==> config.mk <==
export PLATFORM = sky130hd
export DESIGN_NAME = fawd_cfg
export DESIGN_NICKNAME = d
export VERILOG_FILES = /design/src/rtl/fawd_pkg.sv /design/src/rtl/fawd_cfg.sv
export SDC_FILE = /design/constraint.sdc
export NUM_CORES = 1
export LEC_CHECK = 0
export BUFFER_PORTS_ARGS = -buffer_cell sky130_fd_sc_hd__buf_2
export CAP_MARGIN = 10
export CORE_ASPECT_RATIO = 1.5
export CORE_MARGIN = 2
export CORE_UTILIZATION = 38
export DETAILED_ROUTE_END_ITERATION = 6
export PLACE_DENSITY = 0.89
export RECOVER_POWER = 50
export REMOVE_ABC_BUFFERS = 1
export SETUP_SLACK_MARGIN = 0.15
export SLEW_MARGIN = 25
export SYNTH_ARGS = -nofsm -noshare
export SYNTH_HDL_FRONTEND = slang
export SYNTH_SLANG_ARGS = --single-unit
==> constraint.sdc <==
create_clock -name clk_i -period 1.2 [get_ports clk_i]
set_input_delay 0.06 -clock clk_i [delete_from_list [all_inputs] [get_ports clk_i]]
set_output_delay 0.06 -clock clk_i [all_outputs]
set_load 0.02 [all_outputs]
==> src/rtl/fawd_pkg.sv <==
// Package: shared types, constants and record codes of the readout word decoder.
`timescale 1ns / 1ps
package fawd_pkg;

  localparam int unsigned MaxEventsDefault = 200;

  // record kinds
  localparam logic [3:0] KindTrigTime = 4'd0;
  localparam logic [3:0] KindWinSum   = 4'd1;
  localparam logic [3:0] KindIntegral = 4'd2;
  localparam logic [3:0] KindPTime    = 4'd3;
  localparam logic [3:0] KindPulse    = 4'd4;
  localparam logic [3:0] KindPedestal = 4'd5;
  localparam logic [3:0] KindWinHead  = 4'd6;
  localparam logic [3:0] KindSamples  = 4'd7;
  localparam logic [3:0] KindError    = 4'd8;
  localparam logic [3:0] KindQuiet    = 4'd9;
  localparam logic [3:0] KindTooMany  = 4'd10;

  // readout data types (bits 30..27 of a type word)
  localparam logic [3:0] DtBlockHead = 4'd0;
  localparam logic [3:0] DtBlockTail = 4'd1;
  localparam logic [3:0] DtEventHead = 4'd2;
  localparam logic [3:0] DtTrigTime  = 4'd3;
  localparam logic [3:0] DtWinRaw    = 4'd4;
  localparam logic [3:0] DtWinSum    = 4'd5;
  localparam logic [3:0] DtPulseRaw  = 4'd6;
  localparam logic [3:0] DtIntegral  = 4'd7;
  localparam logic [3:0] DtPTime     = 4'd8;
  localparam logic [3:0] DtPulseData = 4'd9;
  localparam logic [3:0] DtPedestal  = 4'd10;
  localparam logic [3:0] DtBad11     = 4'd11;
  localparam logic [3:0] DtBad12     = 4'd12;
  localparam logic [3:0] DtFill13    = 4'd13;
  localparam logic [3:0] DtFill14    = 4'd14;
  localparam logic [3:0] DtFill15    = 4'd15;

  // register indexes
  localparam logic [0:0] RegEvents = 1'd0;
  localparam logic [0:0] RegFirst  = 1'd1;

  typedef struct packed {
    logic [31:0] word;
    logic [11:0] rocid;
    logic        last_in_bank;
  } in_t;

  typedef struct packed {
    logic [3:0]  kind;
    logic [11:0] crate_id;
    logic [7:0]  event_index;
    logic [4:0]  slot;
    logic [3:0]  channel;
    logic [21:0] trigger_number;
    logic [7:0]  pulse_num;
    logic [47:0] value_a;
    logic [13:0] value_b;
    logic [14:0] value_c;
    logic [8:0]  value_d;
    logic [11:0] flags;
  } rec_t;

  // configuration seen by the decoder
  typedef struct packed {
    logic [7:0] nevents;
    logic [7:0] first_index;
  } cfg_t;

endpackage

==> src/rtl/fawd_cfg.sv <==
// Configuration registers behind the APB-style port.
`timescale 1ns / 1ps
module fawd_cfg #(
  parameter int unsigned MaxEvents = fawd_pkg::MaxEventsDefault
) (
  input  logic               clk_i,
  input  logic               rst_ni,
  input  logic               psel,
  input  logic               penable,
  input  logic               pwrite,
  input  logic [2:0]         paddr,
  input  logic [31:0]        pwdata,
  output logic [31:0]        prdata,
  output logic               pready,
  output fawd_pkg::cfg_t     cfg_o
);
  logic [7:0] events_q, first_q;
  logic       wr;

  assign pready = 1'b1;
  assign wr = psel && penable && pwrite;

  always_ff @(posedge clk_i or negedge rst_ni) begin
    if (!rst_ni) begin
      events_q <= 8'd1;
      first_q  <= 8'd0;
    end else if (wr && paddr[1:0] == 2'b00) begin
      if (paddr[2] == fawd_pkg::RegEvents) events_q <= pwdata[7:0];
      else first_q <= pwdata[7:0];
    end
  end

  // read back
  always_comb begin
    prdata = 32'd0;
    if (paddr[1:0] == 2'b00) begin
      if (paddr[2] == fawd_pkg::RegEvents) prdata = {24'd0, events_q};
      else prdata = {24'd0, first_q};
    end
  end

  // event count capped at the maximum
  assign cfg_o.nevents = (events_q < 8'(MaxEvents)) ? events_q : 8'(MaxEvents);
  assign cfg_o.first_index = first_q;
endmodule

### Word-level counts from Yosys, hierarchy flattened

Index checks and enable logic that the tools add are counted.

| storage, ports and cells | value |
|---|---|
| bits in latches | 0 |
| output and inout port bits | 49 |
| logic and storage cells | 13 |
| register bits after elaboration | 16 |
| ROM bits | 0 |
| memories kept | 0 |
| RAM bits | 0 |

| cells by class | value |
|---|---|
| div/mod/pow operators | 0 |
| reduce and logical (&&, ||, !) cells | 6 |
| bitwise operators | 1 |
| equal/unequal tests | 0 |
| order comparisons | 1 |
| mux-type cells | 3 |
| multipliers | 0 |
| add/subtract/negate cells | 0 |
| shift-type cells | 0 |

Operators by type and width:

| cell | count |
|---|---|
| 8-bit 2-to-1 mux | 3 |
| 8-bit < comparator, second input constant | 1 |
| 2-bit AND reduction | 2 |
| 1-bit logical AND | 3 |
| 2-bit zero test | 1 |
| 1-bit NOT | 1 |

### Longest topological paths before layout

| depth | value |
|---|---|
| word-level depth | 4 |
| mapped depth | 5 |
| mapped depth without buffers | 3 |

### Worst setup path after synthesis

Ideal clock, no wire load.

| timing | value |
|---|---|
| path kind | input-to-reg |
| from | input paddr[1] |
| to | register events_q[1] |
| cell stages on the path | 5 |
| setup slack | -0.251 ns |
| required time | 1.075 ns |
| arrival time | 1.326 ns |
| buffers on the path | 2 |
| setup time | 0.125 ns |
| cell sequence | or2_1 buf_6 or4_4 buf_6 mux2_4 |

| on the way | value |
|---|---|
| cells in the longest elaborated chain, start to end | 3 |

RTL lines:

| element | RTL line | text |
|---|---|---|
| start: declaration | fawd_cfg.sv:11 | `input logic [2:0] paddr,` |
| 2-bit zero test | fawd_cfg.sv:27 | `end else if (wr && paddr[1:0] == 2'b00) begin` |
| 1-bit logical AND | fawd_cfg.sv:27 |  |
| 2-bit AND reduction (no source line) | n/a |  |
| end signal: assignment | fawd_cfg.sv:28 | `if (paddr[2] == fawd_pkg::RegEvents) events_q <= pwdata[7:0];` |
| end: declaration | fawd_cfg.sv:17 | `logic [7:0] events_q, first_q;` |

No other way between the ends.
A chain may end at the register's enable or synchronous reset.

==> results.txt <==
The run finished, with violations left. The checks that failed: negative setup slack. Power spread over the standard cell area amounts to roughly 1400 nW/um2. The synthesized flop and latch total is 16. The count of buffers added on input and output ports is 39. The total area inside the core boundary comes to around 2600 um2.

The required time reported for the critical path endpoint came out at around 1100 ps. The later-pin clock latency in the skew report is 240 ps. On the critical path, the stage with the largest delay is an instance of sky130_fd_sc_hd__dfrtp_1. The overall global routing resource usage came out at approximately 16%. The worst setup path is of the reg -> out kind.

The sum of internal, switching and leakage power is 2.09 mW. In this run the clock root is driven by a sky130_fd_sc_hd__clkbuf_8. The standby leakage power is just over 0.8 nW. The part of the total power dissipated in the clock network came out at between 20% and 30%.

The maximum clock frequency is 0.719 GHz. The fraction of registers with async set or reset after synthesis is between 90% and 100%. The average footprint of a synthesized cell is 11.2 um2. In this run the critical register-to-register path is launched from events_q[7]. The effective utilization at floorplan came out at between 30% and 40%. After clock tree synthesis, the clock-pin slew on the worst setup and hold paths is ~70 ps. In the final routed layout, each cell accounts on average for approximately 13 um. The first global-routing pass estimated 3520 um of wire.

The startpoint identified for the worst hold timing path is pwdata[6]. The commonest cells after synthesis are sky130_fd_sc_hd__buf_4 (26), sky130_fd_sc_hd__dfrtp_1 (15). The worst reg-to-reg setup slack is about 200 ps. The count of standard-cell rows came out at 23. The last weighted congestion value of the routability-driven placer is a little under 0.7. The floorplan step set the die width to roughly 47 um. The met1 global-route usage came out at between 10% and 20%. In the post-synthesis netlist, the cell with the most instances is sky130_fd_sc_hd__buf_4.

The TritonCTS clock tree is yes. The repair_antennas step left the layout with diodes totalling 0. The utilization after layout is between 50 and 60%.

The antenna violation net count after detailed routing came out at 0. The sequential cell fraction of total power is a little over a third. The yosys synthesis warning count came out at 0.

The total of fill cells in the finished design came out at ~250. The total via count after detailed routing came out at 789. The met2 routing resource usage after global routing is roughly 28%. The ratio of cells with drive above 1 in the final layout came out at between 50 and 60%. The setup clock skew after layout is 0 ps. Setup repair after global routing could not meet its margin everywhere. In this run the vertical extent of the chip is between 60 and 70 um. The final HPWL from detailed placement came out at 1710 um.

The count of mapped cells out of synthesis is 93. The switching power summed over all nets is approximately 0.7 mW. The biggest area consumer among synthesized cells is sky130_fd_sc_hd__dfrtp_1.

Clock tree synthesis inserted a total of 3 buffers. The number of global-route vias before repair was between 700 and 800. Yosys mapped the design onto 19 distinct sky130hd cell types.

The number of placed instances with taps included is ~170. The layer flagged by global routing as most heavily used is met2. The count of final hold-check violations came out at 0.

The capturing point of the worst reg2reg path is events_q[7]. The DRC violation count after routing is 0. The worst slack at placement is -261 ps. The maximum count of clock buffers along a single path came out at 2. Among cell families on the critical path, the largest total delay comes from flip-flops.

Of the total power, the share spent switching nets is about a third. The post-synthesis instance area is 1040 um2. The number of nets in the final layout is about 190. The placed instances occupy a cell area of roughly 1200 um2. The final hold slack is roughly 50 ps. The share of synthesized area occupied by flip-flops and latches is 38.5%. The number of violations reported at the end of detailed-routing iteration 0 is 5. The post-route setup TNS came out at -853 ps. STA classifies the critical path endpoint as an output port.

In this run the worst hold path is classified as in -> reg. STA puts the critical path data arrival time at between 1000 and 1500 ps. The post-route cell area is 1450 um2. The CTS sink count came out at 16. Using the TritonRoute via totals, the vias-per-cell ratio works out to roughly 4.3. The H-tree depth came out at 1. The longest individual stage delay on the worst path is roughly 380 ps.

Ranked by total cell area, the synthesized netlist is headed by sky130_fd_sc_hd__dfrtp_1 (36%), sky130_fd_sc_hd__buf_4 (19%), sky130_fd_sc_hd__mux2_4 (12%). The largest fanout on the critical path is 4. For this run, global-route usage on met3 was measured as under 10%. The floorplan die area came out at approximately 3200 um2. The count of pins over their slew limit came to 0. The number of setup violations in the final report came out at 6.

In the synthesized netlist the dominant register cell turns out to be sky130_fd_sc_hd__dfrtp_1. The largest net degree at the start of global routing is 17. The area growth from synthesis to layout is 39.3%. The synthesized design devotes to its leading area cell type between 30% and 40% of total area. The share of the clock period used by the worst path came out at 116%. The non-filler instance count after layout is 183. The total wire length is 2410 um. The number of cells on the worst reg-to-reg path came out at 3. The total overflow reported by the global router is 0. The buffers plus inverters on the worst setup path is 2.

The endpoint of the worst hold-timing path is first_q[6]. The launching instance or port of the critical path is events_q[5]. The worst path in the final design needs a cycle of 1390 ps, including I/O delays and setup. Cell internal power was estimated by the tool at around 1.4 mW. The worst vdd rail ir drop is 0.639 mV.

The count of TritonRoute iterations in the first routing pass is 2. The final worst setup slack is -191 ps. Across the run, the number of max-cap violations was 0. Traced cell by cell, the critical path runs through o311ai_1 > buf_4 > and2_4 > buf_6. The number of stages on the worst hold path came out at 2.

Pin placement for this block handled ~90 I/O pins. STA classifies the critical path startpoint as a flip-flop. The number of enable-type register cells in the synthesized netlist is 0. The combinational fraction of design power is between 40% and 50%.

The number of antenna violations at the first check in global routing came to 0.
power groups by stage:
stage	Clock [mW]	Sequential, mW	Combinational (mW)
floorplan	0	0.813	0.360
global placement	0	0.725	0.717
detailed placement	0	0.730	0.728
CTS	0.433	0.730	0.913
global route	0.459	0.745	0.999
finish	0.422	0.728	0.936
worst max path at each step:
stage                  end  slack (ps)  cells after the start
3_5_place_dp   events_q[2]        -260                      4
3_3_place_gp   events_q[2]        -230                      4
5_1_grt           cfg_o[9]        -240                      4
6_report          cfg_o[8]        -190                      4
4_1_cts           cfg_o[9]        -200                      4
2_1_floorplan  events_q[1]        -220                      3
cell usage in the layout, fill, tap and decap left out:
master | Yosys | layout
sky130_fd_sc_hd__clkbuf_2 | 0 | 1
sky130_fd_sc_hd__inv_1 | 1 | 1
sky130_fd_sc_hd__nor3_4 | 0 | 1
sky130_fd_sc_hd__buf_2 | 0 | 22
sky130_fd_sc_hd__clkbuf_8 | 0 | 3
sky130_fd_sc_hd__nand2_1 | 2 | 2
sky130_fd_sc_hd__dlygate4sd3_1 | 0 | 1
sky130_fd_sc_hd__buf_4 | 26 | 15
sky130_fd_sc_hd__dfrtp_1 | 15 | 15
sky130_fd_sc_hd__mux2i_1 | 8 | 8
sky130_fd_sc_hd__clkbuf_1 | 2 | 4
sky130_fd_sc_hd__nor2_1 | 8 | 8
sky130_fd_sc_hd__dfstp_2 | 1 | 1
sky130_fd_sc_hd__a21boi_1 | 0 | 1
sky130_fd_sc_hd__or4_4 | 1 | 1
sky130_fd_sc_hd__a21boi_2 | 0 | 1
sky130_fd_sc_hd__nand2b_1 | 1 | 1
sky130_fd_sc_hd__and2_4 | 0 | 3
sky130_fd_sc_hd__mux2_4 | 8 | 16
sky130_fd_sc_hd__o311ai_1 | 0 | 1
sky130_fd_sc_hd__conb_1 | 2 | 25
sky130_fd_sc_hd__buf_6 | 2 | 14
sky130_fd_sc_hd__or2_4 | 0 | 1
routing by layer:
metal	vias up	wire [um]
met1	383	858
met3	4	153
met4	0	42
li1	360	-
met5	-	0
met2	42	1360
worst reg2reg max path: stages, from the launching register on:
cell	delay, ps
sky130_fd_sc_hd__dfrtp_1	390
sky130_fd_sc_hd__buf_6	130
sky130_fd_sc_hd__buf_4	120
sky130_fd_sc_hd__mux2_4	240
area by class of cell:
type | count | area [um2] | share of cell area [%]
multi-input combinational | 69 | 548 | 37.8
clock buffer | 4 | 45.0 | 3.10
sequential | 16 | 402 | 27.7
inverter | 1 | 3.75 | 0.259
tap | 37 | 46.3 | 3.19
timing repair buffer | 56 | 407 | 28.0
flip-flops by register name, summed over array words and instances, names as in the netlist:
name	flops
events_q	8
first_q	8
repair_timing:
item / CTS / global route
gates resized for setup: 40 / 3
setup endpoints to repair: 30 / 30
pin swaps: 3 / 4
endpoints found under the hold margin: 15 / 0
setup buffers: 5 / 2
hold buffers: 1 / 0
cell families after synthesis:
| logic type | Yosys count | synth area share, % |
|---|---|---|
| DFF | 16 | 38.5 |
| muxes | 24 | 27.9 |
| AOI/OAI and AO/OA | 3 | 2.28 |
| and+or+nand+nor | 17 | 8.64 |
| other | 2 | 0.721 |
| buffers and inverters | 31 | 22.0 |
No activity file was read; power rests on OpenSTA's default activity.
