**src/rtl/fawd_pkg.sv**
```systemverilog
// Package: shared types, constants and record codes of the readout word decoder.
`timescale 1ns / 1ps
package fawd_pkg;

  localparam int unsigned MaxEventsDefault = 200;

  // record kinds
  localparam logic [3:0] KindTrigTime = 4'd0;
  localparam logic [3:0] KindWinSum   = 4'd1;
  localparam logic [3:0] KindIntegral = 4'd2;
  localparam logic [3:0] KindPTime    = 4'd3;
  localparam logic [3:0] KindPulse    = 4'd4;
  localparam logic [3:0] KindPedestal = 4'd5;
  localparam logic [3:0] KindWinHead  = 4'd6;
  localparam logic [3:0] KindSamples  = 4'd7;
  localparam logic [3:0] KindError    = 4'd8;
  localparam logic [3:0] KindQuiet    = 4'd9;
  localparam logic [3:0] KindTooMany  = 4'd10;

  // readout data types (bits 30..27 of a type word)
  localparam logic [3:0] DtBlockHead = 4'd0;
  localparam logic [3:0] DtBlockTail = 4'd1;
  localparam logic [3:0] DtEventHead = 4'd2;
  localparam logic [3:0] DtTrigTime  = 4'd3;
  localparam logic [3:0] DtWinRaw    = 4'd4;
  localparam logic [3:0] DtWinSum    = 4'd5;
  localparam logic [3:0] DtPulseRaw  = 4'd6;
  localparam logic [3:0] DtIntegral  = 4'd7;
  localparam logic [3:0] DtPTime     = 4'd8;
  localparam logic [3:0] DtPulseData = 4'd9;
  localparam logic [3:0] DtPedestal  = 4'd10;
  localparam logic [3:0] DtBad11     = 4'd11;
  localparam logic [3:0] DtBad12     = 4'd12;
  localparam logic [3:0] DtFill13    = 4'd13;
  localparam logic [3:0] DtFill14    = 4'd14;
  localparam logic [3:0] DtFill15    = 4'd15;

  // register indexes
  localparam logic [0:0] RegEvents = 1'd0;
  localparam logic [0:0] RegFirst  = 1'd1;

  typedef struct packed {
    logic [31:0] word;
    logic [11:0] rocid;
    logic        last_in_bank;
  } in_t;

  typedef struct packed {
    logic [3:0]  kind;
    logic [11:0] crate_id;
    logic [7:0]  event_index;
    logic [4:0]  slot;
    logic [3:0]  channel;
    logic [21:0] trigger_number;
    logic [7:0]  pulse_num;
    logic [47:0] value_a;
    logic [13:0] value_b;
    logic [14:0] value_c;
    logic [8:0]  value_d;
    logic [11:0] flags;
  } rec_t;

  // configuration seen by the decoder
  typedef struct packed {
    logic [7:0] nevents;
    logic [7:0] first_index;
  } cfg_t;

endpackage

```
**src/rtl/fawd_if.sv**
```systemverilog
// Interface: valid/ready channel carrying one payload.
`timescale 1ns / 1ps
interface fawd_if #(parameter type payload_t = logic) ();
  logic     valid;
  logic     ready;
  payload_t data;
  modport source (output valid, output data, input ready);
  modport sink (input valid, input data, output ready);
endinterface

```
**src/rtl/fawd_outq.sv**
```systemverilog
// Output queue: holds up to four records, delivers one per cycle while the receiver is ready.
`timescale 1ns / 1ps
module fawd_outq (
  input  logic           clk_i,
  input  logic           rst_ni,
  input  logic           push_i,
  input  logic [1:0]     n_i,
  input  fawd_pkg::rec_t r0_i,
  input  fawd_pkg::rec_t r1_i,
  output logic           room_o,
  fawd_if.source         out
);
  fawd_pkg::rec_t q_q [4];
  logic [1:0] rd_q, wr_q;
  logic [2:0] cnt_q;
  logic       pop;

  assign pop = out.valid && out.ready;
  assign out.valid = cnt_q != 3'd0;
  assign out.data = q_q[rd_q];
  assign room_o = cnt_q <= 3'd2 || (cnt_q == 3'd3 && 1'b0);

  always_ff @(posedge clk_i or negedge rst_ni) begin
    if (!rst_ni) begin
      rd_q <= '0; wr_q <= '0; cnt_q <= '0;
    end else begin
      rd_q <= rd_q + {1'b0, pop};
      if (push_i) wr_q <= wr_q + n_i;
      cnt_q <= cnt_q + (push_i ? {1'b0, n_i} : 3'd0) - {2'd0, pop};
    end
  end

  always_ff @(posedge clk_i) begin
    if (push_i && n_i != 2'd0) q_q[wr_q] <= r0_i;
    if (push_i && n_i == 2'd2) q_q[wr_q + 2'd1] <= r1_i;
  end
endmodule

```
**src/flat_wrapper.sv**
```systemverilog
// flat-port wrapper written by rule: the top's interface ports become plain ports
module fawd_outq_flat 
  (clk_i, rst_ni, push_i, n_i, r0_i, r1_i, room_o, out_valid, out_data, out_ready);
  fawd_if out_i ();
  input  logic clk_i;
  input  logic rst_ni;
  input  logic push_i;
  input  logic [1:0] n_i;
  input  fawd_pkg::rec_t r0_i;
  input  fawd_pkg::rec_t r1_i;
  output logic room_o;
  output wire logic [$bits(out_i.valid)-1:0] out_valid;
  output wire logic [$bits(out_i.data)-1:0] out_data;
  input wire logic [$bits(out_i.ready)-1:0] out_ready;
  assign out_valid = out_i.valid;
  assign out_data = out_i.data;
  assign out_i.ready = out_ready;
  fawd_outq u_core (.clk_i(clk_i), .rst_ni(rst_ni), .push_i(push_i), .n_i(n_i), .r0_i(r0_i), .r1_i(r1_i), .room_o(room_o), .out(out_i));
endmodule
```
**config.mk**
```make
export PLATFORM = sky130hd
export DESIGN_NAME = fawd_outq_flat
export DESIGN_NICKNAME = d
export VERILOG_FILES = /design/src/rtl/fawd_pkg.sv /design/src/rtl/fawd_if.sv /design/src/rtl/fawd_outq.sv /design/src/flat_wrapper.sv
export SDC_FILE = /design/constraint.sdc
export NUM_CORES = 1
export LEC_CHECK = 0
export ABC_AREA = 1
export ABC_CLOCK_PERIOD_IN_PS = 2500
export BUFFER_PORTS_ARGS = -buffer_cell sky130_fd_sc_hd__buf_2
export CAP_MARGIN = 40
export CORE_AREA = 2 2 128 130
export CTS_CLUSTER_SIZE = 20
export DETAILED_ROUTE_END_ITERATION = 8
export DIE_AREA = 0 0 130 132
export GPL_ROUTABILITY_DRIVEN = 0
export SLEW_MARGIN = 20
export SYNTH_ARGS = -nofsm -noshare
export SYNTH_HDL_FRONTEND = slang
export SYNTH_SLANG_ARGS = --single-unit
```
**constraint.sdc**
```tcl
create_clock -name clk_i -period 2.5 [get_ports clk_i]
set_clock_uncertainty 0.2 [all_clocks]
set_input_delay 0.25 -clock clk_i [delete_from_list [all_inputs] [get_ports clk_i]]
set_output_delay 0.25 -clock clk_i [all_outputs]
set_load 0.1 [all_outputs]
```
[Word-level counts from Yosys, hierarchy flattened]
Memory sizes are Yosys's and may differ from the RTL's.
Cells that the tools add are included.
Word-level totals
  logic and storage cells: 21
  output and inout bits: 3
  RAM bits: 644
  memories kept: 1
  flip-flop bits (word level): 7
  input bits: 328
Cells by class
  mux-type cells: 5
  reduce and logical (&&, ||, !) cells: 5
  eq/ne operators: 1
  magnitude comparators: 1
  $add $sub $neg: 5
Memory list
  u_core.q_q: depth 4, width 161, rd ports 1, clocked after Yosys merged registers in 0, write ports 2, line fawd_outq.sv:13  | fawd_pkg::rec_t q_q [4];
Operators by type and width (number)
  $mux W1: 4
  $add A3 B3 Y3: 1
  $le A3 B2 Y1 const B: 1
  $logic_and A1 B1 Y1: 3
  $reduce_bool A3 Y1: 1
  $sub A3 B1 Y3: 1
  $add A2 B1 Y2: 1
  $add A2 B1 Y2 const B: 1
  $add A2 B2 Y2: 1
  $eq A2 B2 Y1 const B: 1
  $mux W2: 1
  $reduce_bool A2 Y1: 1

[Depth between registers and ports, before layout]
Gate-level depths: netlist of the first run.
  depth in word-level cells: 4
  mapped depth: 12
  mapped depth without buffers: 12

[Worst setup path before layout of the first run]
No wires, ideal clock.
  kind: reg-to-output
  start point: reg u_core.cnt_q[1]
  end point: out room_o
  slack: 0.187 ns
  buffers on the path: 0
  data arrival time: 1.863 ns
  required time: 2.050 ns
  cell stages (with the launch flop): 2
  cell sequence: dfrtp_1 -> a21oi_1
Between the ends
  longest elaborated chain between the ends: 1
RTL lines
  start: declaration: line fawd_outq.sv:15  | logic [2:0] cnt_q;
  start signal: assignment: line fawd_outq.sv:29  | cnt_q <= cnt_q + (push_i ? {1'b0, n_i} : 3'd0) - {2'd0, pop};
  $le A3 B2 Y1: line fawd_outq.sv:21  | assign room_o = cnt_q <= 3'd2 || (cnt_q == 3'd3 && 1'b0);
  end: declaration: line flat_wrapper.sv:11  | output logic room_o;
No other way between the ends.

[Worst setup path after layout of the first run]
  start point: reg u_core.cnt_q[2]
  end point: reg u_core.cnt_q[2]
Between the ends
  longest elaborated chain between the ends: 3
  elaborated cells between the ends (all ways): 4
  classes of those cells: add/sub: 2; reduce/logical: 2
RTL lines (line)
  parallel branches: the longest is 2 deep, another holds $add A3 B3 Y3
  $sub A3 B1 Y3 *: fawd_outq.sv:29
Mark *: on every way between the ends.
A chain may end at the register's enable or synchronous reset.

==> out/qor.csv, run 1 <==
metric,value,unit
final number of max-transition violations,0,
max-cap check violation count,0,
horizontal extent of the die,130,um
Internal Dissipation,0.595,mW
Hold Fails Final Rpt,0,
CP Class,flip-flop to flip-flop,
Required @ worst endpoint,2.43,ns
largest family of logic cells by synthesized area,simple AND/OR/NAND/NOR gates,
part of the total power dissipated in the clock network,26.4,%
measured slew at the worst slew-check pin,0.524,ns
total negative setup slack,0,ns
total number of vias,571,
number of gates resized after CTS,0,
number of antenna violations at the first check in global routing,0,
proportion of power drawn by combinational gates,46.0,%
synthesized net count,423,
Via-to-Cell Ratio,1.78,
post-route antenna net violation count,0,
Sw Ratio,46.2,%
DRC violations left,0,
core region area,15700,um2
Slew Limit Headroom,65.3,%
total clock buffers created by CTS,3,
run status,finished clean,
switching power summed over all nets,0.512,mW
compound-cell area share of the yosys netlist,7.58,%
mean instance size in the synthesized netlist,7.79,um2
endpoint arrival time on the critical path,2.13,ns
number of input and output port buffers inserted,10,
Pleak,0.456,nW
unrepaired setup endpoints after global routing,false,
CTS tree,yes,
sequential share of power,27.6,%
Antenna Diode Count,0,
xor and xnor area share after synthesis,1.26,%
GRT Util Overall,1.62,%
DIE AREA,17200,um2
power per unit of standard cell area,1000,nW/um2
Overflow after GRT,0,
die outline height,132,um
Total Power,1.11,mW
"flops & latches, synth",11,
simple-gate portion of the synthesized area,26.9,%
clock-pin slew on the worst setup and hold paths,0.04,ns
Synth Area in Adders,11.9,%
CTS HTree Levels,1,
DRC marker count from the first detailed-route iteration,20,
source-to-sink clock delay at the later pin of the worst-skew pair,0.24,ns
maximum number of pins on one net before global-route repair,9,
Setup Buffers After CTS,0,
per-cell routed wire length,3.90,um
HPWL after detailed placement,991,um
cell area after synthesis,693,um2
Unique masters post-synth,17,
number of hold buffers added after cts,1,
largest buffer count on any clock path,2,
standard-cell row count,46,
Ys Warns,0,
Post-Route WL,1.25,mm
root buffer cell,sky130_fd_sc_hd__clkbuf_16,
vias in the first global route,535,
number of optimization iterations in the first detailed-route pass,4,
multiplexer share of the synthesized area,0,%
largest fanout of any net on the critical path,4,
gate count of the mapped netlist,89,
sequential element share of the synthesized area,42.6,%
Final nets,439,
proportion of layout cells with a drive suffix above 1,15.4,%
Period minus WS final,2.20,ns
number of failing setup endpoints in the final timing report,0,
Worst Hold Class,primary input to flip-flop,
critical path capture point type,flip-flop,
wire length of the first global-routing pass,2.28,mm
Max VDD drop,0.872,mV
kind of start point of the critical path,flip-flop,
Layout area overhead,59.0,%
Max Clock Freq,455,MHz
effective utilization at floorplan,4.41,%
part of the cycle the worst path needs,87.9,%
boundary pin count,331,
sinks on the clock net,11,
[area by class of cell]
| type | instances | area, um2 |
|---|---|---|
| Multi-Input combinational cell | 60 | 330 |
| Timing Repair Buffer | 11 | 60.1 |
| Sequential cell | 11 | 295 |
| Clock buffer | 4 | 78.8 |
| Inverter | 18 | 67.6 |
| Tap cell | 216 | 270 |
| Fill cell | 1832 | 14600 |
[cell usage after synthesis]
master | instances | area share, %
sky130_fd_sc_hd__a21oi_1 | 2 | 1.4
sky130_fd_sc_hd__or2_2 | 1 | 0.90
sky130_fd_sc_hd__dfrtp_1 | 7 | 25
sky130_fd_sc_hd__nand2_1 | 29 | 16
sky130_fd_sc_hd__nand4_1 | 1 | 0.90
sky130_fd_sc_hd__a21boi_0 | 1 | 1.1
sky130_fd_sc_hd__inv_1 | 18 | 9.7
sky130_fd_sc_hd__nand2_2 | 1 | 0.90
sky130_fd_sc_hd__fa_1 | 1 | 2.9
sky130_fd_sc_hd__ha_1 | 5 | 9.0
sky130_fd_sc_hd__o21ai_0 | 7 | 5.1
sky130_fd_sc_hd__edfxtp_1 | 4 | 17
sky130_fd_sc_hd__nor2_4 | 1 | 1.6
sky130_fd_sc_hd__nand3_1 | 5 | 3.6
sky130_fd_sc_hd__nand3b_1 | 1 | 1.1
sky130_fd_sc_hd__xor2_1 | 1 | 1.3
sky130_fd_sc_hd__nor2_1 | 4 | 2.2
[cells by family (layout without fill, tap and decap cells)]
logic type / Yosys count / after routing
compound gates: 10 / 10
buf+inv: 18 / 33
xor+xnor: 1 / 1
flops: 11 / 11
fa+ha+maj: 6 / 6
simple gates: 43 / 43
[layer usage]
metal  up-vias  GRT usage (%)  wire [um]
li1        309              -          -
met1       244           1.94        602
met2        15           2.71        560
met3         3          0.162         54
met4         0           1.08         30
met5         -              0          0
[registers in the layout, indices dropped and copies added (netlist names)]
signal,count
u_core.cnt_q,3
u_core.q_q,4
u_core.rd_q,2
u_core.wr_q,2
[per-stage QoR]
step / instance area, um2 / cells / util (%) / hold slack, ns / setup slack [ns]
final: 1100 / 320 / 7.02 / 0.102 / 0.302
after global routing: 1100 / 320 / 7.02 / 0.141 / 0.109
after detailed placement: 1010 / 315 / 6.45 / -0.106 / 0.300
after CTS: 1100 / 320 / 7.02 / 0.104 / 0.295
after floorplan: 693 / 89 / - / -0.246 / 0.187
after global placement: 1010 / 315 / 6.45 / -0.105 / 0.304
[power groups by stage]
| stage | Sequential, mW | Combinational (mW) | Clock, mW |
|---|---|---|---|
| 2_1_floorplan | 0.294 | 0.433 | 0 |
| 3_3_place_gp | 0.310 | 0.511 | 0 |
| 4_1_cts | 0.308 | 0.518 | 0.299 |
| 6_report | 0.306 | 0.509 | 0.292 |
| 5_1_grt | 0.317 | 0.584 | 0.306 |
| 3_5_place_dp | 0.310 | 0.515 | 0 |
[placed cells by master (no fill, tap or decap)]
cell	n
sky130_fd_sc_hd__o21ai_0	7
sky130_fd_sc_hd__nand4_1	1
sky130_fd_sc_hd__nand2_1	29
sky130_fd_sc_hd__nand2_2	1
sky130_fd_sc_hd__xor2_1	1
sky130_fd_sc_hd__inv_1	18
sky130_fd_sc_hd__nor2_1	4
sky130_fd_sc_hd__a21boi_0	1
sky130_fd_sc_hd__clkbuf_16	3
sky130_fd_sc_hd__clkbuf_1	1
sky130_fd_sc_hd__dfrtp_1	7
sky130_fd_sc_hd__fa_1	1
sky130_fd_sc_hd__nand3_1	5
sky130_fd_sc_hd__edfxtp_1	4
sky130_fd_sc_hd__buf_2	10
sky130_fd_sc_hd__ha_1	5
sky130_fd_sc_hd__dlygate4sd3_1	1
sky130_fd_sc_hd__a21oi_1	2
sky130_fd_sc_hd__nand3b_1	1
sky130_fd_sc_hd__or2_2	1
sky130_fd_sc_hd__nor2_4	1
[critical path: stages (launching register included)]
cell and delay, ns:
sky130_fd_sc_hd__dfrtp_1 0.39, sky130_fd_sc_hd__nor2_1 0.07, sky130_fd_sc_hd__a21boi_0 0.27, sky130_fd_sc_hd__ha_1 0.29, sky130_fd_sc_hd__inv_1 0.06, sky130_fd_sc_hd__ha_1 0.13, sky130_fd_sc_hd__inv_1 0.05, sky130_fd_sc_hd__fa_1 0.37
sky130_fd_sc_hd__inv_1 0.06, sky130_fd_sc_hd__nand2_1 0.06, sky130_fd_sc_hd__nand3b_1 0.08, sky130_fd_sc_hd__nand2_1 0.05
[final timing paths]
check                                        to            start  slack (ns)  cells past startpoint
min in group asynchronous        u_core.wr_q[0]           rst_ni        0.17                      2
worst min register to register   u_core.rd_q[1]   u_core.rd_q[1]        0.30                      1
worst max register to register  u_core.cnt_q[2]  u_core.cnt_q[2]        0.30                     11
max in group asynchronous       u_core.cnt_q[1]           rst_ni        1.77                      2
worst min-delay path             u_core.wr_q[0]           push_i        0.10                      2
worst max-delay path            u_core.cnt_q[2]  u_core.cnt_q[2]        0.30                     11
Power figures use the tool's default switching activity.
==> run 2, diff against run 1 <==
--- a/config.mk
+++ b/config.mk
@@ -9,10 +9,11 @@
 export ABC_CLOCK_PERIOD_IN_PS = 2500
 export BUFFER_PORTS_ARGS = -buffer_cell sky130_fd_sc_hd__buf_2
 export CAP_MARGIN = 40
-export CORE_AREA = 2 2 128 130
+export CORE_AREA = 2 2 127 129
+export CTS_BUF_LIST = sky130_fd_sc_hd__clkbuf_8
 export CTS_CLUSTER_SIZE = 20
 export DETAILED_ROUTE_END_ITERATION = 8
-export DIE_AREA = 0 0 130 132
+export DIE_AREA = 0 0 129 131
 export GPL_ROUTABILITY_DRIVEN = 0
 export SLEW_MARGIN = 20
 export SYNTH_ARGS = -nofsm -noshare
==> run 2 against run 1 <==
Effect of this change: largest power group unchanged; sequential share of layout area grew 0.85 points; highest routed layer is now met5; critical endpoint unchanged; hold slack lost 0.0019 ns; register-to-register slack lost 0.08 ns; first-iteration DRC count is the same; utilization shrank 0.16 points; clock-buffer cell count shrank 1; via count shrank 1.4%; sequential cell count is the same; critical path depth is the same.
==> out/qor.csv, run 2 (synthesis results as in run 1) <==
metric,value,unit
"Buf+Inv Stages, Crit Path",3,
effective utilization at floorplan,4.44,%
proportion of layout cells with a drive suffix above 1,15.4,%
per-cell routed wire length,4.91,um
most repeated library cell on the critical path,sky130_fd_sc_hd__inv_1,
Period minus WS final,2.28,ns
register with the most flip-flops,u_core.q_q,
number of cells in the finished layout apart from fillers,320,
total clock buffers created by CTS,3,
Internal Dissipation,0.489,mW
largest fanout of any net on the critical path,4,
CTS tree,yes,
number of input and output port buffers inserted,10,
critical path's largest stage delay,0.40,ns
Sw Ratio,51.0,%
Via-to-Cell Ratio,1.76,
multi-input combinational cell area,330,um2
Layout area overhead,54.2,%
number of optimization iterations in the first detailed-route pass,4,
source-to-sink clock delay at the later pin of the worst-skew pair,0.24,ns
part of the total power dissipated in the clock network,17.4,%
post-place instance area,1010,um2
switching power summed over all nets,0.508,mW
Max Clock Freq,438,MHz
proportion of power drawn by combinational gates,52.2,%
horizontal extent of the die,129,um
power per unit of standard cell area,934,nW/um2
endpoint arrival time on the critical path,2.21,ns
total negative setup slack,0,ns
critical-path cell list,nor2_1 -> a21boi_0 -> ha_1 -> inv_1 -> ha_1 -> inv_1 -> fa_1 -> inv_1 -> nand2_1 -> nand3b_1 -> nand2_1,
Pleak,0.444,nW
highest-count cells in the layout ignoring fill and taps,"29 x sky130_fd_sc_hd__nand2_1, 19 x sky130_fd_sc_hd__inv_1, 10 x sky130_fd_sc_hd__buf_2, 7 x sky130_fd_sc_hd__o21ai_0, 7 x sky130_fd_sc_hd__dfrtp_1",
dominant delay contributor by cell family on the critical path,adder cells,
post-route antenna net violation count,0,
number of gates resized after CTS,0,
largest buffer count on any clock path,2,
root buffer cell,sky130_fd_sc_hd__clkbuf_8,
Final Cell Area,1070,um2
unrepaired setup endpoints after global routing,false,
clock-pin slew on the worst setup and hold paths,0.05,ns
DRC marker count from the first detailed-route iteration,20,
Post-Route WL,1.57,mm
Top Registers,"u_core.q_q: 4 flops, u_core.cnt_q: 3 flops",
flip-flop count of the largest register after layout,4,
CP Class,flip-flop to flip-flop,
max-cap check violation count,0,
measured slew at the worst slew-check pin,0.514,ns
fill count,1832,
Overflow after GRT,0,
sinks on the clock net,11,
sequential share of power,30.3,%
total instance count after detailed placement,315,
critical path capture point type,flip-flop,
wire length of the first global-routing pass,2.58,mm
final number of max-transition violations,0,
number of antenna violations at the first check in global routing,1,
maximum number of pins on one net before global-route repair,9,
Final nets,439,
number of failing setup endpoints in the final timing report,0,
total number of vias,563,
Critical-path top delay cell,sky130_fd_sc_hd__dfrtp_1,
run status,finished clean,
die outline height,131,um
GRT Util Overall,2.10,%
part of the cycle the worst path needs,91.3,%
register area,295,um2
Worst Hold Class,primary input to flip-flop,
Antenna Diode Count,0,
"most common cell after layout, fill and taps aside",sky130_fd_sc_hd__nand2_1,
HPWL after detailed placement,1.36,mm
kind of start point of the critical path,flip-flop,
CTS HTree Levels,1,
Hold Fails Final Rpt,0,
core region area,15600,um2
Max VDD drop,0.405,mV
DRC violations left,0,
Slew Limit Headroom,66.0,%
vias in the first global route,583,
boundary pin count,331,
Required @ worst endpoint,2.43,ns
standard-cell row count,46,
DIE AREA,16900,um2
[run 2: changes by cell type in the layout (fill, tap and decap cells not counted), sizes merged]
cell,before,now
inv,18,19
clkbuf,4,3
[run 2: stage by stage]
stage | power [mW] | setup slack (ns) | hold slack (ns) | util (%)
after floorplan | 0.727 | 0.187 | -0.246 | -
after global placement | 0.826 | 0.256 | -0.100 | 6.50
after detailed placement | 0.833 | 0.227 | -0.102 | 6.50
after CTS | 1.01 | 0.219 | 0.107 | 6.85
after global routing | 1.08 | 0.0878 | 0.142 | 6.85
final | 0.998 | 0.218 | 0.100 | 6.85
[run 2: path summary, 6_finish.rpt]
kind / depth (start not counted) / slack, ns / startpoint / to
max: 11 / 0.22 / u_core.cnt_q[2] / u_core.cnt_q[2]
min: 2 / 0.10 / push_i / u_core.wr_q[0]
max reg2reg: 11 / 0.22 / u_core.cnt_q[2] / u_core.cnt_q[2]
min reg2reg: 1 / 0.29 / u_core.rd_q[1] / u_core.rd_q[1]
max in group asynchronous: 2 / 1.72 / rst_ni / u_core.rd_q[1]
min in group asynchronous: 2 / 0.21 / rst_ni / u_core.cnt_q[0]
[run 2: area by class of cell]
cell class | count | area share, %
multi-input cells | 60 | 30.9
flip-flops and latches | 11 | 27.6
well taps | 216 | 25.3
inverters | 18 | 6.32
repair buffers | 11 | 5.62
clock buffers | 3 | 3.86
clock inverters | 1 | 0.351
[run 2: timing repair]
action / in CTS / in global routing
hold buffers: 1 / 0
endpoints found under the hold margin: 7 / 0
setup buffers: 0 / 0
endpoints found under the setup margin: 0 / 0
[run 2: power by group through the flow]
stage | Sequential [mW] | Combinational (mW) | Clock (mW)
2_1_floorplan | 0.294 | 0.433 | 0
3_3_place_gp | 0.307 | 0.519 | 0
3_5_place_dp | 0.306 | 0.527 | 0
4_1_cts | 0.303 | 0.530 | 0.176
5_1_grt | 0.313 | 0.587 | 0.183
6_report | 0.303 | 0.521 | 0.174
[run 2: routing by layer]
| metal | track usage [%] | part of all wire [%] | up-vias |
|---|---|---|---|
| met5 | 0 | 0.70 | - |
| met4 | 1.92 | 3.9 | 2 |
| met3 | 0.814 | 7.5 | 6 |
| met2 | 3.39 | 43 | 11 |
| met1 | 2.11 | 44 | 238 |
| li1 | - | - | 306 |
==> run 3, diff against run 2 <==
--- a/config.mk
+++ b/config.mk
@@ -5,15 +5,14 @@
 export SDC_FILE = /design/constraint.sdc
 export NUM_CORES = 1
 export LEC_CHECK = 0
-export ABC_AREA = 1
 export ABC_CLOCK_PERIOD_IN_PS = 2500
 export BUFFER_PORTS_ARGS = -buffer_cell sky130_fd_sc_hd__buf_2
 export CAP_MARGIN = 40
-export CORE_AREA = 2 2 127 129
+export CORE_AREA = 2 2 130 132
 export CTS_BUF_LIST = sky130_fd_sc_hd__clkbuf_8
 export CTS_CLUSTER_SIZE = 20
 export DETAILED_ROUTE_END_ITERATION = 8
-export DIE_AREA = 0 0 129 131
+export DIE_AREA = 0 0 132 134
 export GPL_ROUTABILITY_DRIVEN = 0
 export SLEW_MARGIN = 20
 export SYNTH_ARGS = -nofsm -noshare
==> run 3 against run 2 <==
Effect of this change: global-route usage fell by 0.22 points; cell count fell by 8.4%; total power rose by 3.9%.
==> out/qor.csv, run 3 <==
metric,value,unit
run status,finished clean,
die outline height,134,um
final number of max-transition violations,0,
fill count,1931,
Final nets,408,
post-route antenna net violation count,0,
register with the most flip-flops,u_core.q_q,
clock-pin slew on the worst setup and hold paths,0.05,ns
vias in the first global route,479,
flip-flop count of the largest register after layout,4,
end-of-flow core utilization,6.47,%
Top Registers,"u_core.q_q: 4 flops, u_core.cnt_q: 3 flops",
Max Clock Freq,418,MHz
boundary pin count,331,
per-cell routed wire length,5.17,um
most instantiated cells after synthesis,"7 x sky130_fd_sc_hd__dfrtp_1, 6 x sky130_fd_sc_hd__nor2_1, 5 x sky130_fd_sc_hd__ha_1, 5 x sky130_fd_sc_hd__inv_1",
Hold Fails Final Rpt,0,
Layout area overhead,55.9,%
number of cells in the finished layout apart from fillers,293,
DRC marker count from the first detailed-route iteration,8,
DRC violations left,0,
endpoint arrival time on the critical path,2.31,ns
GRT Util Overall,1.88,%
gate count of the mapped netlist,60,
FF-to-FF setup slack,0.11,ns
Ys Warns,0,
"most common cell after layout, fill and taps aside",sky130_fd_sc_hd__buf_2,
total instance count after detailed placement,288,
detailed-routing wirelength on met1,865,um
Required @ worst endpoint,2.42,ns
Slew Limit Headroom,67.3,%
critical path capture point type,flip-flop,
highest metal layer used by the detailed router,met3,
maximum number of pins on one net before global-route repair,10,
wire length of the first global-routing pass,2.60,mm
horizontal extent of the die,132,um
largest buffer count on any clock path,2,
Setup Buffers After CTS,0,
number of failing setup endpoints in the final timing report,0,
setup slack of the critical path after layout,0.106,ns
total number of vias,443,
Post-Route WL,1.52,mm
source-to-sink clock delay at the later pin of the worst-skew pair,0.23,ns
largest cells by area after synthesis,"sky130_fd_sc_hd__dfrtp_1 26%, sky130_fd_sc_hd__edfxtp_1 18%, sky130_fd_sc_hd__ha_1 9.3%",
Max VDD drop,0.517,mV
number of antenna violations at the first check in global routing,0,
core region area,16300,um2
tightest hold margin,0.151,ns
routed length on met3,35,um
number of enable-type register cells in the synthesized netlist,4,
total clock buffers created by CTS,3,
standard-cell row count,47,
library cell with the largest summed area after synthesis,sky130_fd_sc_hd__dfrtp_1,
Via-to-Cell Ratio,1.51,
Antenna Diode Count,0,
root buffer cell,sky130_fd_sc_hd__clkbuf_8,
top flip-flop cell by instance count after synthesis,sky130_fd_sc_hd__dfrtp_1,
Unique masters post-synth,24,
unrepaired setup endpoints after global routing,false,
max-cap check violation count,0,
CTS tree,yes,
power per unit of standard cell area,984,nW/um2
number of optimization iterations in the first detailed-route pass,4,
pre-CTS worst setup slack,0.0884,ns
"flops & latches, synth",11,
sequential element share of the synthesized area,43.7,%
synthesized net count,394,
largest fanout of any net on the critical path,3,
multi-input combinational cell area,359,um2
DIE AREA,17700,um2
highest-count cells in the layout ignoring fill and taps,"10 x sky130_fd_sc_hd__buf_2, 7 x sky130_fd_sc_hd__dfrtp_1, 6 x sky130_fd_sc_hd__inv_1, 6 x sky130_fd_sc_hd__nor2_1, 5 x sky130_fd_sc_hd__ha_1",
cell area after synthesis,676,um2
measured slew at the worst slew-check pin,0.494,ns
CTS HTree Levels,1,
Worst Hold Class,primary input to flip-flop,
most frequent cell after synthesis,sky130_fd_sc_hd__dfrtp_1,
kind of start point of the critical path,flip-flop,
Pleak,0.362,nW
total negative setup slack,0,ns
proportion of layout cells with a drive suffix above 1,28.8,%
register area,295,um2
part of the cycle the worst path needs,95.8,%
sinks on the clock net,11,
Overflow after GRT,0,
Period minus WS final,2.39,ns
number of input and output port buffers inserted,10,
asr flop ratio synth,63.6,%
effective utilization at floorplan,4.15,%
mean instance size in the synthesized netlist,11.3,um2
Detail Route met2 WL,613,um
HPWL after detailed placement,1.32,mm
CP Class,flip-flop to flip-flop,
top cell type's share of synthesized area,25.9,%
run 3: cell types whose count changed after synthesis, moves of 2 or more:
cell	previous run	this run
sky130_fd_sc_hd__inv_1	18	5
sky130_fd_sc_hd__xnor2_1	0	2
sky130_fd_sc_hd__mux2_1	0	4
sky130_fd_sc_hd__nand3_1	5	0
sky130_fd_sc_hd__xor2_1	1	3
sky130_fd_sc_hd__and2_1	0	3
sky130_fd_sc_hd__nor2_1	4	6
sky130_fd_sc_hd__mux2_2	0	2
sky130_fd_sc_hd__nand2b_1	0	3
sky130_fd_sc_hd__nand2_1	29	4
sky130_fd_sc_hd__o21ai_0	7	0
run 3: area by class of cell:
cell class | count | area share (%)
inverter | 5 | 1.78
tap | 220 | 26.1
multi-input combinational | 42 | 34.1
sequential | 11 | 28.0
timing repair buffer | 11 | 5.70
clock inverter | 1 | 0.356
clock buffer | 3 | 3.92
run 3: worst paths after layout:
kind | endpoint | from | depth (start not counted)
setup / recovery | u_core.cnt_q[2] | u_core.cnt_q[1] | 9
hold / removal | u_core.wr_q[1] | push_i | 3
setup reg to reg | u_core.cnt_q[2] | u_core.cnt_q[1] | 9
hold reg to reg | u_core.rd_q[1] | u_core.rd_q[1] | 1
max in group asynchronous | u_core.rd_q[1] | rst_ni | 2
min in group asynchronous | u_core.wr_q[1] | rst_ni | 2
run 3: power by group:
part | internal, mW | switching [mW] | leakage (nW)
Combinational | 0.178 | 0.350 | 0.217
Sequential | 0.264 | 0.0760 | 0.118
Clock | 0.107 | 0.0611 | 0.0269
run 3: through the flow:
stage               total power [mW]  cell area (um2)
floorplan                      0.785              686
global placement               0.860              998
detailed placement             0.887              998
CTS                             1.06             1050
global route                    1.13             1050
finish                          1.04             1050
run 3: logic make-up (layout without fill, tap and decap cells):
kind of cell             Yosys count  after routing  synth area share [%]
multiplexers                       7              7                  13.3
AO/OA/AOI/OAI                      3              3                  2.78
flip-flops                        11             11                  43.7
AND/OR/NAND/NOR                   21             21                  16.9
XOR/XNOR                           5              5                  6.48
adder cells (fa/ha/maj)            6              6                  12.2
buffers and inverters              7             20                  4.63
run 3: critical path, cell delays in order, from the launching register on:
cell and delay [ns]:
sky130_fd_sc_hd__dfrtp_1 0.39, sky130_fd_sc_hd__or3_4 0.41, sky130_fd_sc_hd__and2_4 0.16, sky130_fd_sc_hd__ha_1 0.26
sky130_fd_sc_hd__inv_1 0.06, sky130_fd_sc_hd__ha_1 0.14, sky130_fd_sc_hd__inv_1 0.05, sky130_fd_sc_hd__fa_2 0.33
sky130_fd_sc_hd__xor2_1 0.16, sky130_fd_sc_hd__xnor2_1 0.12
run 3: timing repair:
action | 4_1_cts | 5_1_grt
hold endpoints to repair | 7 | 0
gates resized for setup | 0 | 0
hold buffers | 1 | 0
run 3: routing by layer:
layer	up-vias	global-route usage, %
met2	9	2.78
met5	-	0
met1	208	2.76
met3	0	0.491
met4	0	0.362
li1	226	-
